`config.mk`:
```
export PLATFORM = sky130hd
export DESIGN_NAME = ordered_key_set_table_flat
export DESIGN_NICKNAME = d
export VERILOG_FILES = /design/src/rtl/core/okst_pkg.sv /design/src/rtl/core/okst_req_if.sv /design/src/rtl/core/okst_rsp_if.sv /design/src/rtl/core/okst_ram.sv /design/src/rtl/core/ordered_key_set_table.sv /design/src/flat_wrapper.sv
export SDC_FILE = /design/constraint.sdc
export NUM_CORES = 1
export LEC_CHECK = 0
export BUFFER_PORTS_ARGS = -buffer_cell sky130_fd_sc_hd__buf_2
export CORE_AREA = 2 2 325 327
export CTS_CLUSTER_DIAMETER = 80
export DETAILED_ROUTE_END_ITERATION = 6
export DIE_AREA = 0 0 327 329
export PLACE_DENSITY = 0.35
export SLEW_MARGIN = 20
export SYNTH_ARGS = -nofsm -noshare
export SYNTH_HDL_FRONTEND = slang
export SYNTH_SLANG_ARGS = --single-unit
export TNS_END_PERCENT = 100
```
`constraint.sdc`:
```
create_clock -name clk -period 9.6 [get_ports clk]
set_input_delay 0.96 -clock clk [delete_from_list [all_inputs] [get_ports clk]]
set_output_delay 0.96 -clock clk [all_outputs]
set_load 0.03 [all_outputs]
```
`src/rtl/core/okst_pkg.sv`:
```
// Shared constants for the ordered key set table: opcodes, field widths and
// parameter defaults. No dependencies.
`default_nettype none

package okst_pkg;

  localparam int unsigned OPCODE_W = 2;
  localparam int unsigned KEY_W    = 32;
  localparam int unsigned COUNT_W  = 5;

  localparam logic [OPCODE_W-1:0] OP_FIND   = 2'd0;
  localparam logic [OPCODE_W-1:0] OP_INSERT = 2'd1;
  localparam logic [OPCODE_W-1:0] OP_ERASE  = 2'd2;
  localparam logic [OPCODE_W-1:0] OP_CLEAR  = 2'd3;

  localparam int unsigned CAPACITY_DEF  = 16;
  localparam int unsigned KEY_WIDTH_DEF = 32;

endpackage

`default_nettype wire

```
`src/rtl/core/okst_req_if.sv`:
```
// Request channel of the ordered key set table: valid/ready plus payload.
// Depends on okst_pkg for field widths.
`default_nettype none

interface okst_req_if;
  logic                          valid;
  logic                          ready;
  logic [okst_pkg::OPCODE_W-1:0] opcode;
  logic [okst_pkg::KEY_W-1:0]    key;

  modport source (output valid, output opcode, output key, input ready);
  modport sink   (input valid, input opcode, input key, output ready);
endinterface

`default_nettype wire

```
`src/rtl/core/okst_rsp_if.sv`:
```
// Result channel of the ordered key set table: valid/ready plus payload.
// Depends on okst_pkg for field widths.
`default_nettype none

interface okst_rsp_if;
  logic                         valid;
  logic                         ready;
  logic                         was_present;
  logic [okst_pkg::COUNT_W-1:0] count;
  logic                         is_empty;
  logic [okst_pkg::KEY_W-1:0]   oldest_key;
  logic                         insert_dropped;

  modport source (output valid, output was_present, output count, output is_empty,
                  output oldest_key, output insert_dropped, input ready);
  modport sink   (input valid, input was_present, input count, input is_empty,
                  input oldest_key, input insert_dropped, output ready);
endinterface

`default_nettype wire

```
`src/rtl/core/okst_ram.sv`:
```
// Generic single-write, single-read RAM with registered read data.
// No dependencies.
`default_nettype none

module okst_ram #(
  parameter int unsigned WIDTH = 32,
  parameter int unsigned DEPTH = 16
) (
  input  wire logic                     clk,
  input  wire logic                     we,
  input  wire logic [$clog2(DEPTH)-1:0] waddr,
  input  wire logic [WIDTH-1:0]         wdata,
  input  wire logic [$clog2(DEPTH)-1:0] raddr,
  output      logic [WIDTH-1:0]         rdata
);

  logic [WIDTH-1:0] mem [DEPTH];

  always_ff @(posedge clk) begin
    if (we) begin
      mem[waddr] <= wdata;
    end
    rdata <= mem[raddr];
  end

endmodule

`default_nettype wire

```
`src/rtl/core/ordered_key_set_table.sv`:
```
// Ordered key set table: bounded set of distinct keys kept in insertion order.
// Depends on okst_pkg, okst_req_if, okst_rsp_if and okst_ram.
//
//   channel  dir  handshake    payload
//   req      in   valid/ready  opcode[1:0], key[31:0]
//   rsp      out  valid/ready  was_present, count[4:0], is_empty,
//                              oldest_key[31:0], insert_dropped
//
// A clear goes straight to the final state, which loads the result register;
// find, insert and erase scan the stored keys from slot 0 until a hit or the
// end of the set, then act. The key store is scanned one entry per cycle
// through its single read port and one shared comparator. Erase of a hit then
// shifts the later keys down one slot through the same port. A full output
// register holds the sequencer in its last state until the result is taken.
// Reset is synchronous and empties the set; the key store needs no clearing
// pass. A new request is taken once the sequencer is idle, even while the
// previous result still waits in the output register.
`default_nettype none

module ordered_key_set_table #(
  parameter int unsigned CAPACITY  = okst_pkg::CAPACITY_DEF,
  parameter int unsigned KEY_WIDTH = okst_pkg::KEY_WIDTH_DEF
) (
  input wire logic clk,
  input wire logic rst,
  okst_req_if.sink   req,
  okst_rsp_if.source rsp
);

  // Stored key width: capped at the port width; narrower keys read out with zero upper bits.
  localparam int unsigned SW = (KEY_WIDTH < okst_pkg::KEY_W) ? KEY_WIDTH : okst_pkg::KEY_W;
  localparam int unsigned AW = $clog2(CAPACITY);
  localparam int unsigned CW = $clog2(CAPACITY + 1);

  localparam logic [2:0] ST_IDLE  = 3'd0;
  localparam logic [2:0] ST_SCAN  = 3'd1;
  localparam logic [2:0] ST_ACT   = 3'd2;
  localparam logic [2:0] ST_SHIFT = 3'd3;
  localparam logic [2:0] ST_FIN   = 3'd4;

  logic [2:0]                    state;
  logic [okst_pkg::OPCODE_W-1:0] op;
  logic [SW-1:0]                 key;
  logic [CW-1:0]                 count;
  logic [CW-1:0]                 scan_idx;
  logic                          rd_valid;
  logic [AW-1:0]                 rd_idx;
  logic [AW-1:0]                 pos;
  logic                          present;
  logic                          dropped;
  logic [SW-1:0]                 oldest;

  logic          we;
  logic [AW-1:0] waddr;
  logic [SW-1:0] wdata;
  logic [SW-1:0] rdata;
  logic          issue;
  logic          hit;

  okst_ram #(
    .WIDTH (SW),
    .DEPTH (CAPACITY)
  ) u_keys (
    .clk   (clk),
    .we    (we),
    .waddr (waddr),
    .wdata (wdata),
    .raddr (scan_idx[AW-1:0]),
    .rdata (rdata)
  );

  // Read the next stored entry while the index is still inside the set.
  assign issue = (scan_idx < count);
  // The one shared comparator, fed by the registered read data.
  assign hit = rd_valid && (rdata == key);

  assign req.ready = (state == ST_IDLE);

  // Write port: append on insert, move an entry down one slot while shifting.
  always_comb begin
    we    = 1'b0;
    waddr = count[AW-1:0];
    wdata = key;
    case (state)
      ST_ACT: begin
        we = (op == okst_pkg::OP_INSERT) && !present && (count < CW'(CAPACITY));
      end
      ST_SHIFT: begin
        we    = rd_valid;
        waddr = AW'(rd_idx - 1'b1);
        wdata = rdata;
      end
      default: begin
        we = 1'b0;
      end
    endcase
  end

  always_ff @(posedge clk) begin
    if (rst) begin
      state     <= ST_IDLE;
      count     <= '0;
      rsp.valid <= 1'b0;
    end else begin
      // Drop the result once taken; the final state reloads it on its own.
      if (rsp.valid && rsp.ready && state != ST_FIN) begin
        rsp.valid <= 1'b0;
      end

      case (state)
        ST_IDLE: begin
          if (req.valid) begin
            op       <= req.opcode;
            key      <= req.key[SW-1:0];
            scan_idx <= '0;
            rd_valid <= 1'b0;
            present  <= 1'b0;
            dropped  <= 1'b0;
            if (req.opcode == okst_pkg::OP_CLEAR) begin
              count <= '0;
              state <= ST_FIN;
            end else begin
              state <= ST_SCAN;
            end
          end
        end

        ST_SCAN: begin
          if (hit) begin
            present <= 1'b1;
            pos     <= rd_idx;
            state   <= ST_ACT;
          end else if (!issue && !rd_valid) begin
            state <= ST_ACT;
          end else begin
            if (issue) begin
              scan_idx <= scan_idx + 1'b1;
            end
            rd_valid <= issue;
            rd_idx   <= scan_idx[AW-1:0];
          end
        end

        ST_ACT: begin
          state <= ST_FIN;
          if (op == okst_pkg::OP_INSERT && !present) begin
            if (count < CW'(CAPACITY)) begin
              if (count == '0) begin
                oldest <= key;
              end
              count <= count + 1'b1;
            end else begin
              dropped <= 1'b1;
            end
          end else if (op == okst_pkg::OP_ERASE && present) begin
            // Start moving keys from the slot after the hit.
            scan_idx <= CW'(pos) + 1'b1;
            rd_valid <= 1'b0;
            state    <= ST_SHIFT;
          end
        end

        ST_SHIFT: begin
          if (!issue && !rd_valid) begin
            count <= count - 1'b1;
            state <= ST_FIN;
          end else begin
            if (issue) begin
              scan_idx <= scan_idx + 1'b1;
            end
            rd_valid <= issue;
            rd_idx   <= scan_idx[AW-1:0];
            // The key moving into slot 0 becomes the new oldest.
            if (rd_valid && rd_idx == AW'(1)) begin
              oldest <= rdata;
            end
          end
        end

        ST_FIN: begin
          // Hold until the output register is free.
          if (!rsp.valid || rsp.ready) begin
            rsp.valid          <= 1'b1;
            rsp.was_present    <= present;
            rsp.count          <= okst_pkg::COUNT_W'(count);
            rsp.is_empty       <= (count == '0);
            rsp.oldest_key     <= (count == '0) ? '0 : okst_pkg::KEY_W'(oldest);
            rsp.insert_dropped <= dropped;
            state              <= ST_IDLE;
          end
        end

        default: begin
          state <= ST_IDLE;
        end
      endcase
    end
  end

`ifndef ASSERT_OFF
  a_count_bound: assert property (@(posedge clk) disable iff (rst)
    count <= CW'(CAPACITY))
    else $error("element count above capacity");

  a_busy_after_accept: assert property (@(posedge clk) disable iff (rst)
    (req.valid && req.ready) |=> (state != ST_IDLE))
    else $error("sequencer idle right after accepting an item");

  a_write_phase: assert property (@(posedge clk) disable iff (rst)
    we |-> (state == ST_ACT || state == ST_SHIFT))
    else $error("key store written outside insert or shift");

  a_drop_when_full: assert property (@(posedge clk) disable iff (rst)
    (rsp.valid && rsp.insert_dropped) |-> (rsp.count == okst_pkg::COUNT_W'(CAPACITY)))
    else $error("insert dropped while table not full");

  a_clear_absent: assert property (@(posedge clk) disable iff (rst)
    (state == ST_FIN && op == okst_pkg::OP_CLEAR) |-> (!present && count == '0))
    else $error("clear left keys or reported presence");
`endif

endmodule

`default_nettype wire
```
`src/flat_wrapper.sv`:
```
// flat-port wrapper written by rule: the top's interface ports become plain ports
module ordered_key_set_table_flat 
#(
  parameter int unsigned CAPACITY  = okst_pkg::CAPACITY_DEF,
  parameter int unsigned KEY_WIDTH = okst_pkg::KEY_WIDTH_DEF
)
  (clk, rst, req_valid, req_opcode, req_key, req_ready, rsp_valid, rsp_was_present, rsp_count, rsp_is_empty, rsp_oldest_key, rsp_insert_dropped, rsp_ready);
  okst_req_if req_i ();
  okst_rsp_if rsp_i ();
  input wire logic clk;
  input wire logic rst;
  input wire logic [$bits(req_i.valid)-1:0] req_valid;
  input wire logic [$bits(req_i.opcode)-1:0] req_opcode;
  input wire logic [$bits(req_i.key)-1:0] req_key;
  output wire logic [$bits(req_i.ready)-1:0] req_ready;
  output wire logic [$bits(rsp_i.valid)-1:0] rsp_valid;
  output wire logic [$bits(rsp_i.was_present)-1:0] rsp_was_present;
  output wire logic [$bits(rsp_i.count)-1:0] rsp_count;
  output wire logic [$bits(rsp_i.is_empty)-1:0] rsp_is_empty;
  output wire logic [$bits(rsp_i.oldest_key)-1:0] rsp_oldest_key;
  output wire logic [$bits(rsp_i.insert_dropped)-1:0] rsp_insert_dropped;
  input wire logic [$bits(rsp_i.ready)-1:0] rsp_ready;
  assign req_i.valid = req_valid;
  assign req_i.opcode = req_opcode;
  assign req_i.key = req_key;
  assign req_ready = req_i.ready;
  assign rsp_valid = rsp_i.valid;
  assign rsp_was_present = rsp_i.was_present;
  assign rsp_count = rsp_i.count;
  assign rsp_is_empty = rsp_i.is_empty;
  assign rsp_oldest_key = rsp_i.oldest_key;
  assign rsp_insert_dropped = rsp_i.insert_dropped;
  assign rsp_i.ready = rsp_ready;
  ordered_key_set_table #(.CAPACITY(CAPACITY), .KEY_WIDTH(KEY_WIDTH)) u_core (.clk(clk), .rst(rst), .req(req_i), .rsp(rsp_i));
endmodule
```
==> flow_summary.json <==
{
  "status": "finished clean",
  "rows": 119,
  "min_period_ns": 4.05,
  "fmaxAchievable_mhz": 247,
  "h-tree-depth": 3,
  "cts_resized": 0,
  "dp_hpwl_mm": 40.4,
  "r2r_setup_slack_ns": 5.55,
  "ys_warn_count": 0,
  "drtIter0Drc": 1046,
  "drc": 0,
  "finClkSkew_ns": 0.0212,
  "slew_headroom_pct": 32.4,
  "fin_crit_sh_pct": 42.2,
  "grt_util_all_layers_pct": 13.2,
  "yosysTopAreaCellShare_pct": 73.9,
  "cts_sinks": 675,
  "stdcell_count": 2852,
  "cts_tree": "yes",
  "synthCells": 1255,
  "hold_path_class": "register to register",
  "yosysUniqueCellTypes": 58,
  "gp_congestion": 0.747,
  "use_met1_pct": 19.2,
  "holdBufCountCts": 0,
  "start_util_pct": 24.7,
  "syn_avg_cell_area_um2": 20.5,
  "drive_gt1_share_pct": 28.5,
  "wl_per_cell_um": 24.7,
  "grtUsageMet2_pct": 20.4,
  "ys.flop_type": "edfxtp_1",
  "grt_first_pass_wirelength_mm": 101,
  "io-pin-count": 80,
  "num-nets-final": 1443,
  "yosys.area.top_type": "edfxtp_1",
  "finalHoldViolCount": 0,
  "ant_nets": 0,
  "via_per_inst": 4.32,
  "clk_pin_slew_ns": 0.06,
  "die_w_um": 327,
  "post-place-cells": 2702,
  "synth.net_count": 1304,
  "grt_busiest_layer": "met2",
  "clock_latency_ns": 0.63,
  "cp_max_fo": 43,
  "worstPathRequired_ns": 9.88,
  "post_cts_buffers": 0,
  "irDropWorstVdd_mv": 0.136,
  "antenna-diode-count": 0,
  "synth.area.top_cells": "edfxtp_1 (74%), mux4_2 (14%), dfxtp_1 (3.2%), nand2_1 (1.9%), xor2_1 (1.1%)",
  "end_kind": "register",
  "grt_max_degree": 91,
  "worstSetupPathType": "register to register",
  "die-area_mm2": 0.108,
  "worst_pin_slew_ns": 1.01,
  "die_y_um": 329,
  "globalRouteOverflowTotal": 0,
  "ys_seq_elements": 675,
  "startpoint_type": "register",
  "syn2layout_area_growth_pct": 19.3,
  "clockBufferDepth": 3,
  "grt_pass1_vias": 13100,
  "drv_slew": 0,
  "syn_area_mm2": 0.0258,
  "finalSetupTns_ns": 0,
  "async_reset_ff_share_pct": 0,
  "rsz0062_at_grt": "false",
  "cts-root-buf": "clkbuf_16",
  "drv_cap": 0,
  "mostFrequentLayoutCell": "edfxtp_1",
  "crit_arrival_ns": 4.33,
  "vias": 12300,
  "numCtsBuffers": 81,
  "antenna_found_initial": 2,
  "portBuffers": 79,
  "power.density_mw_per_mm2": 257,
  "synth_seq_area_share_pct": 77.1,
  "core_area_mm2": 0.104,
  "grtUsageMet3_pct": 2.19,
  "wirelength_mm": 70.5,
  "synth-edff-count": 634,
  "finalSetupViolations": 0,
  "p_leak_nw": 9.75,
  "first_pass_iters": 6,
  "layout_common_cells": "edfxtp_1 (634), mux4_2 (160), nand2_1 (128)"
}
-- power by group --
part / switching, W / internal (W)
sequential: 0.000118 / 0.00346
combinational: 0.000776 / 0.000479
clock: 0.00121 / 0.00185
-- logic make-up after synthesis --
kind of cell,Yosys count,synth area share [%]
muxes,160,14.0
DFF,675,77.1
AOI/OAI and AO/OA,54,1.45
adders and majority gates,11,0.563
xor gates and xnor gates,38,1.29
buffers and inverters,69,1.11
and+or+nand+nor,248,4.54
-- final timing paths --
check | from | to | cells past startpoint
worst min register to register | u_core.dropped | u_core.rsp.insert_dropped | 0
worst min-delay path | u_core.dropped | u_core.rsp.insert_dropped | 0
worst max register to register | u_core.state[2] | u_core.u_keys.mem[6][24] | 8
worst max-delay path | u_core.state[2] | u_core.u_keys.mem[6][24] | 8
-- layer usage --
| layer | wire length (um) | vias up |
|---|---|---|
| met3 | 3040 | 77 |
| met4 | 1180 | 0 |
| met5 | 0 | - |
| met1 | 33800 | 6586 |
| met2 | 32400 | 284 |
| li1 | - | 5375 |
-- registers in the layout (all words and copies together) (netlist names), 2 cells and up --
signal	count
u_core.op	2
u_core.state	3
u_core.key	32
u_core.rd_idx	4
u_core.scan_idx	5
u_core.rsp.count	5
u_core.count	5
u_core.u_keys.mem	512
u_core.pos	4
u_core.oldest	32
u_core.rsp.oldest_key	32
u_core.u_keys.rdata	32
-- area by class of cell --
cell class / instances / area [um2]
fill: 10200 / 73600
sequential: 675 / 19900
multi-input combinational: 511 / 5780
clock buffer: 115 / 2330
tap: 1391 / 1740
timing repair buffer: 109 / 633
clock inverter: 35 / 348
inverter: 16 / 60.1
-- cells in the mapped netlist (2+ instances only) --
| cell type | instances |
|---|---|
| edfxtp_1 | 634 |
| mux4_2 | 160 |
| nand2_1 | 129 |
| dfxtp_1 | 41 |
| nor2b_1 | 36 |
| nor2_1 | 33 |
| clkbuf_1 | 31 |
| xor2_1 | 31 |
| inv_1 | 15 |
| buf_2 | 13 |
| nor4_1 | 12 |
| a21oi_1 | 11 |
| ha_1 | 10 |
| buf_1 | 8 |
| nand3_1 | 8 |
| nor3_1 | 7 |
| o21ai_0 | 7 |
| xnor2_1 | 7 |
| a31oi_1 | 5 |
| nand4_1 | 4 |
| o31ai_1 | 4 |
| or4_1 | 4 |
| a21o_1 | 3 |
| o211ai_1 | 3 |
| o21a_1 | 3 |
| a221oi_1 | 2 |
| nor3b_1 | 2 |
| o211a_1 | 2 |
-- metrics by stage --
step / util (%) / hold slack [ns] / total power [W] / setup slack, ns / instance area, um2
2_1_floorplan: - / 0.400 / 0.00444 / 5.16 / 25800
3_5_place_dp: 26.9 / 0.405 / 0.00495 / 5.39 / 28100
3_3_place_gp: 26.9 / 0.418 / 0.00496 / 5.46 / 28100
5_1_grt: 29.5 / 0.431 / 0.00825 / 5.19 / 30700
6_report: 29.5 / 0.416 / 0.00790 / 5.55 / 30700
4_1_cts: 29.5 / 0.417 / 0.00807 / 5.43 / 30700
-- critical path: stages, from the launching register on --
cell and delay [ns]:
dfxtp_1 0.65, nor2b_1 0.27, nand2_2 0.12, buf_4 0.54, inv_2 0.28, a21boi_0 0.32
nand2_1 0.29, nor2_4 0.69, buf_4 0.49
Note: power is estimated with default switching activity, not from simulation.
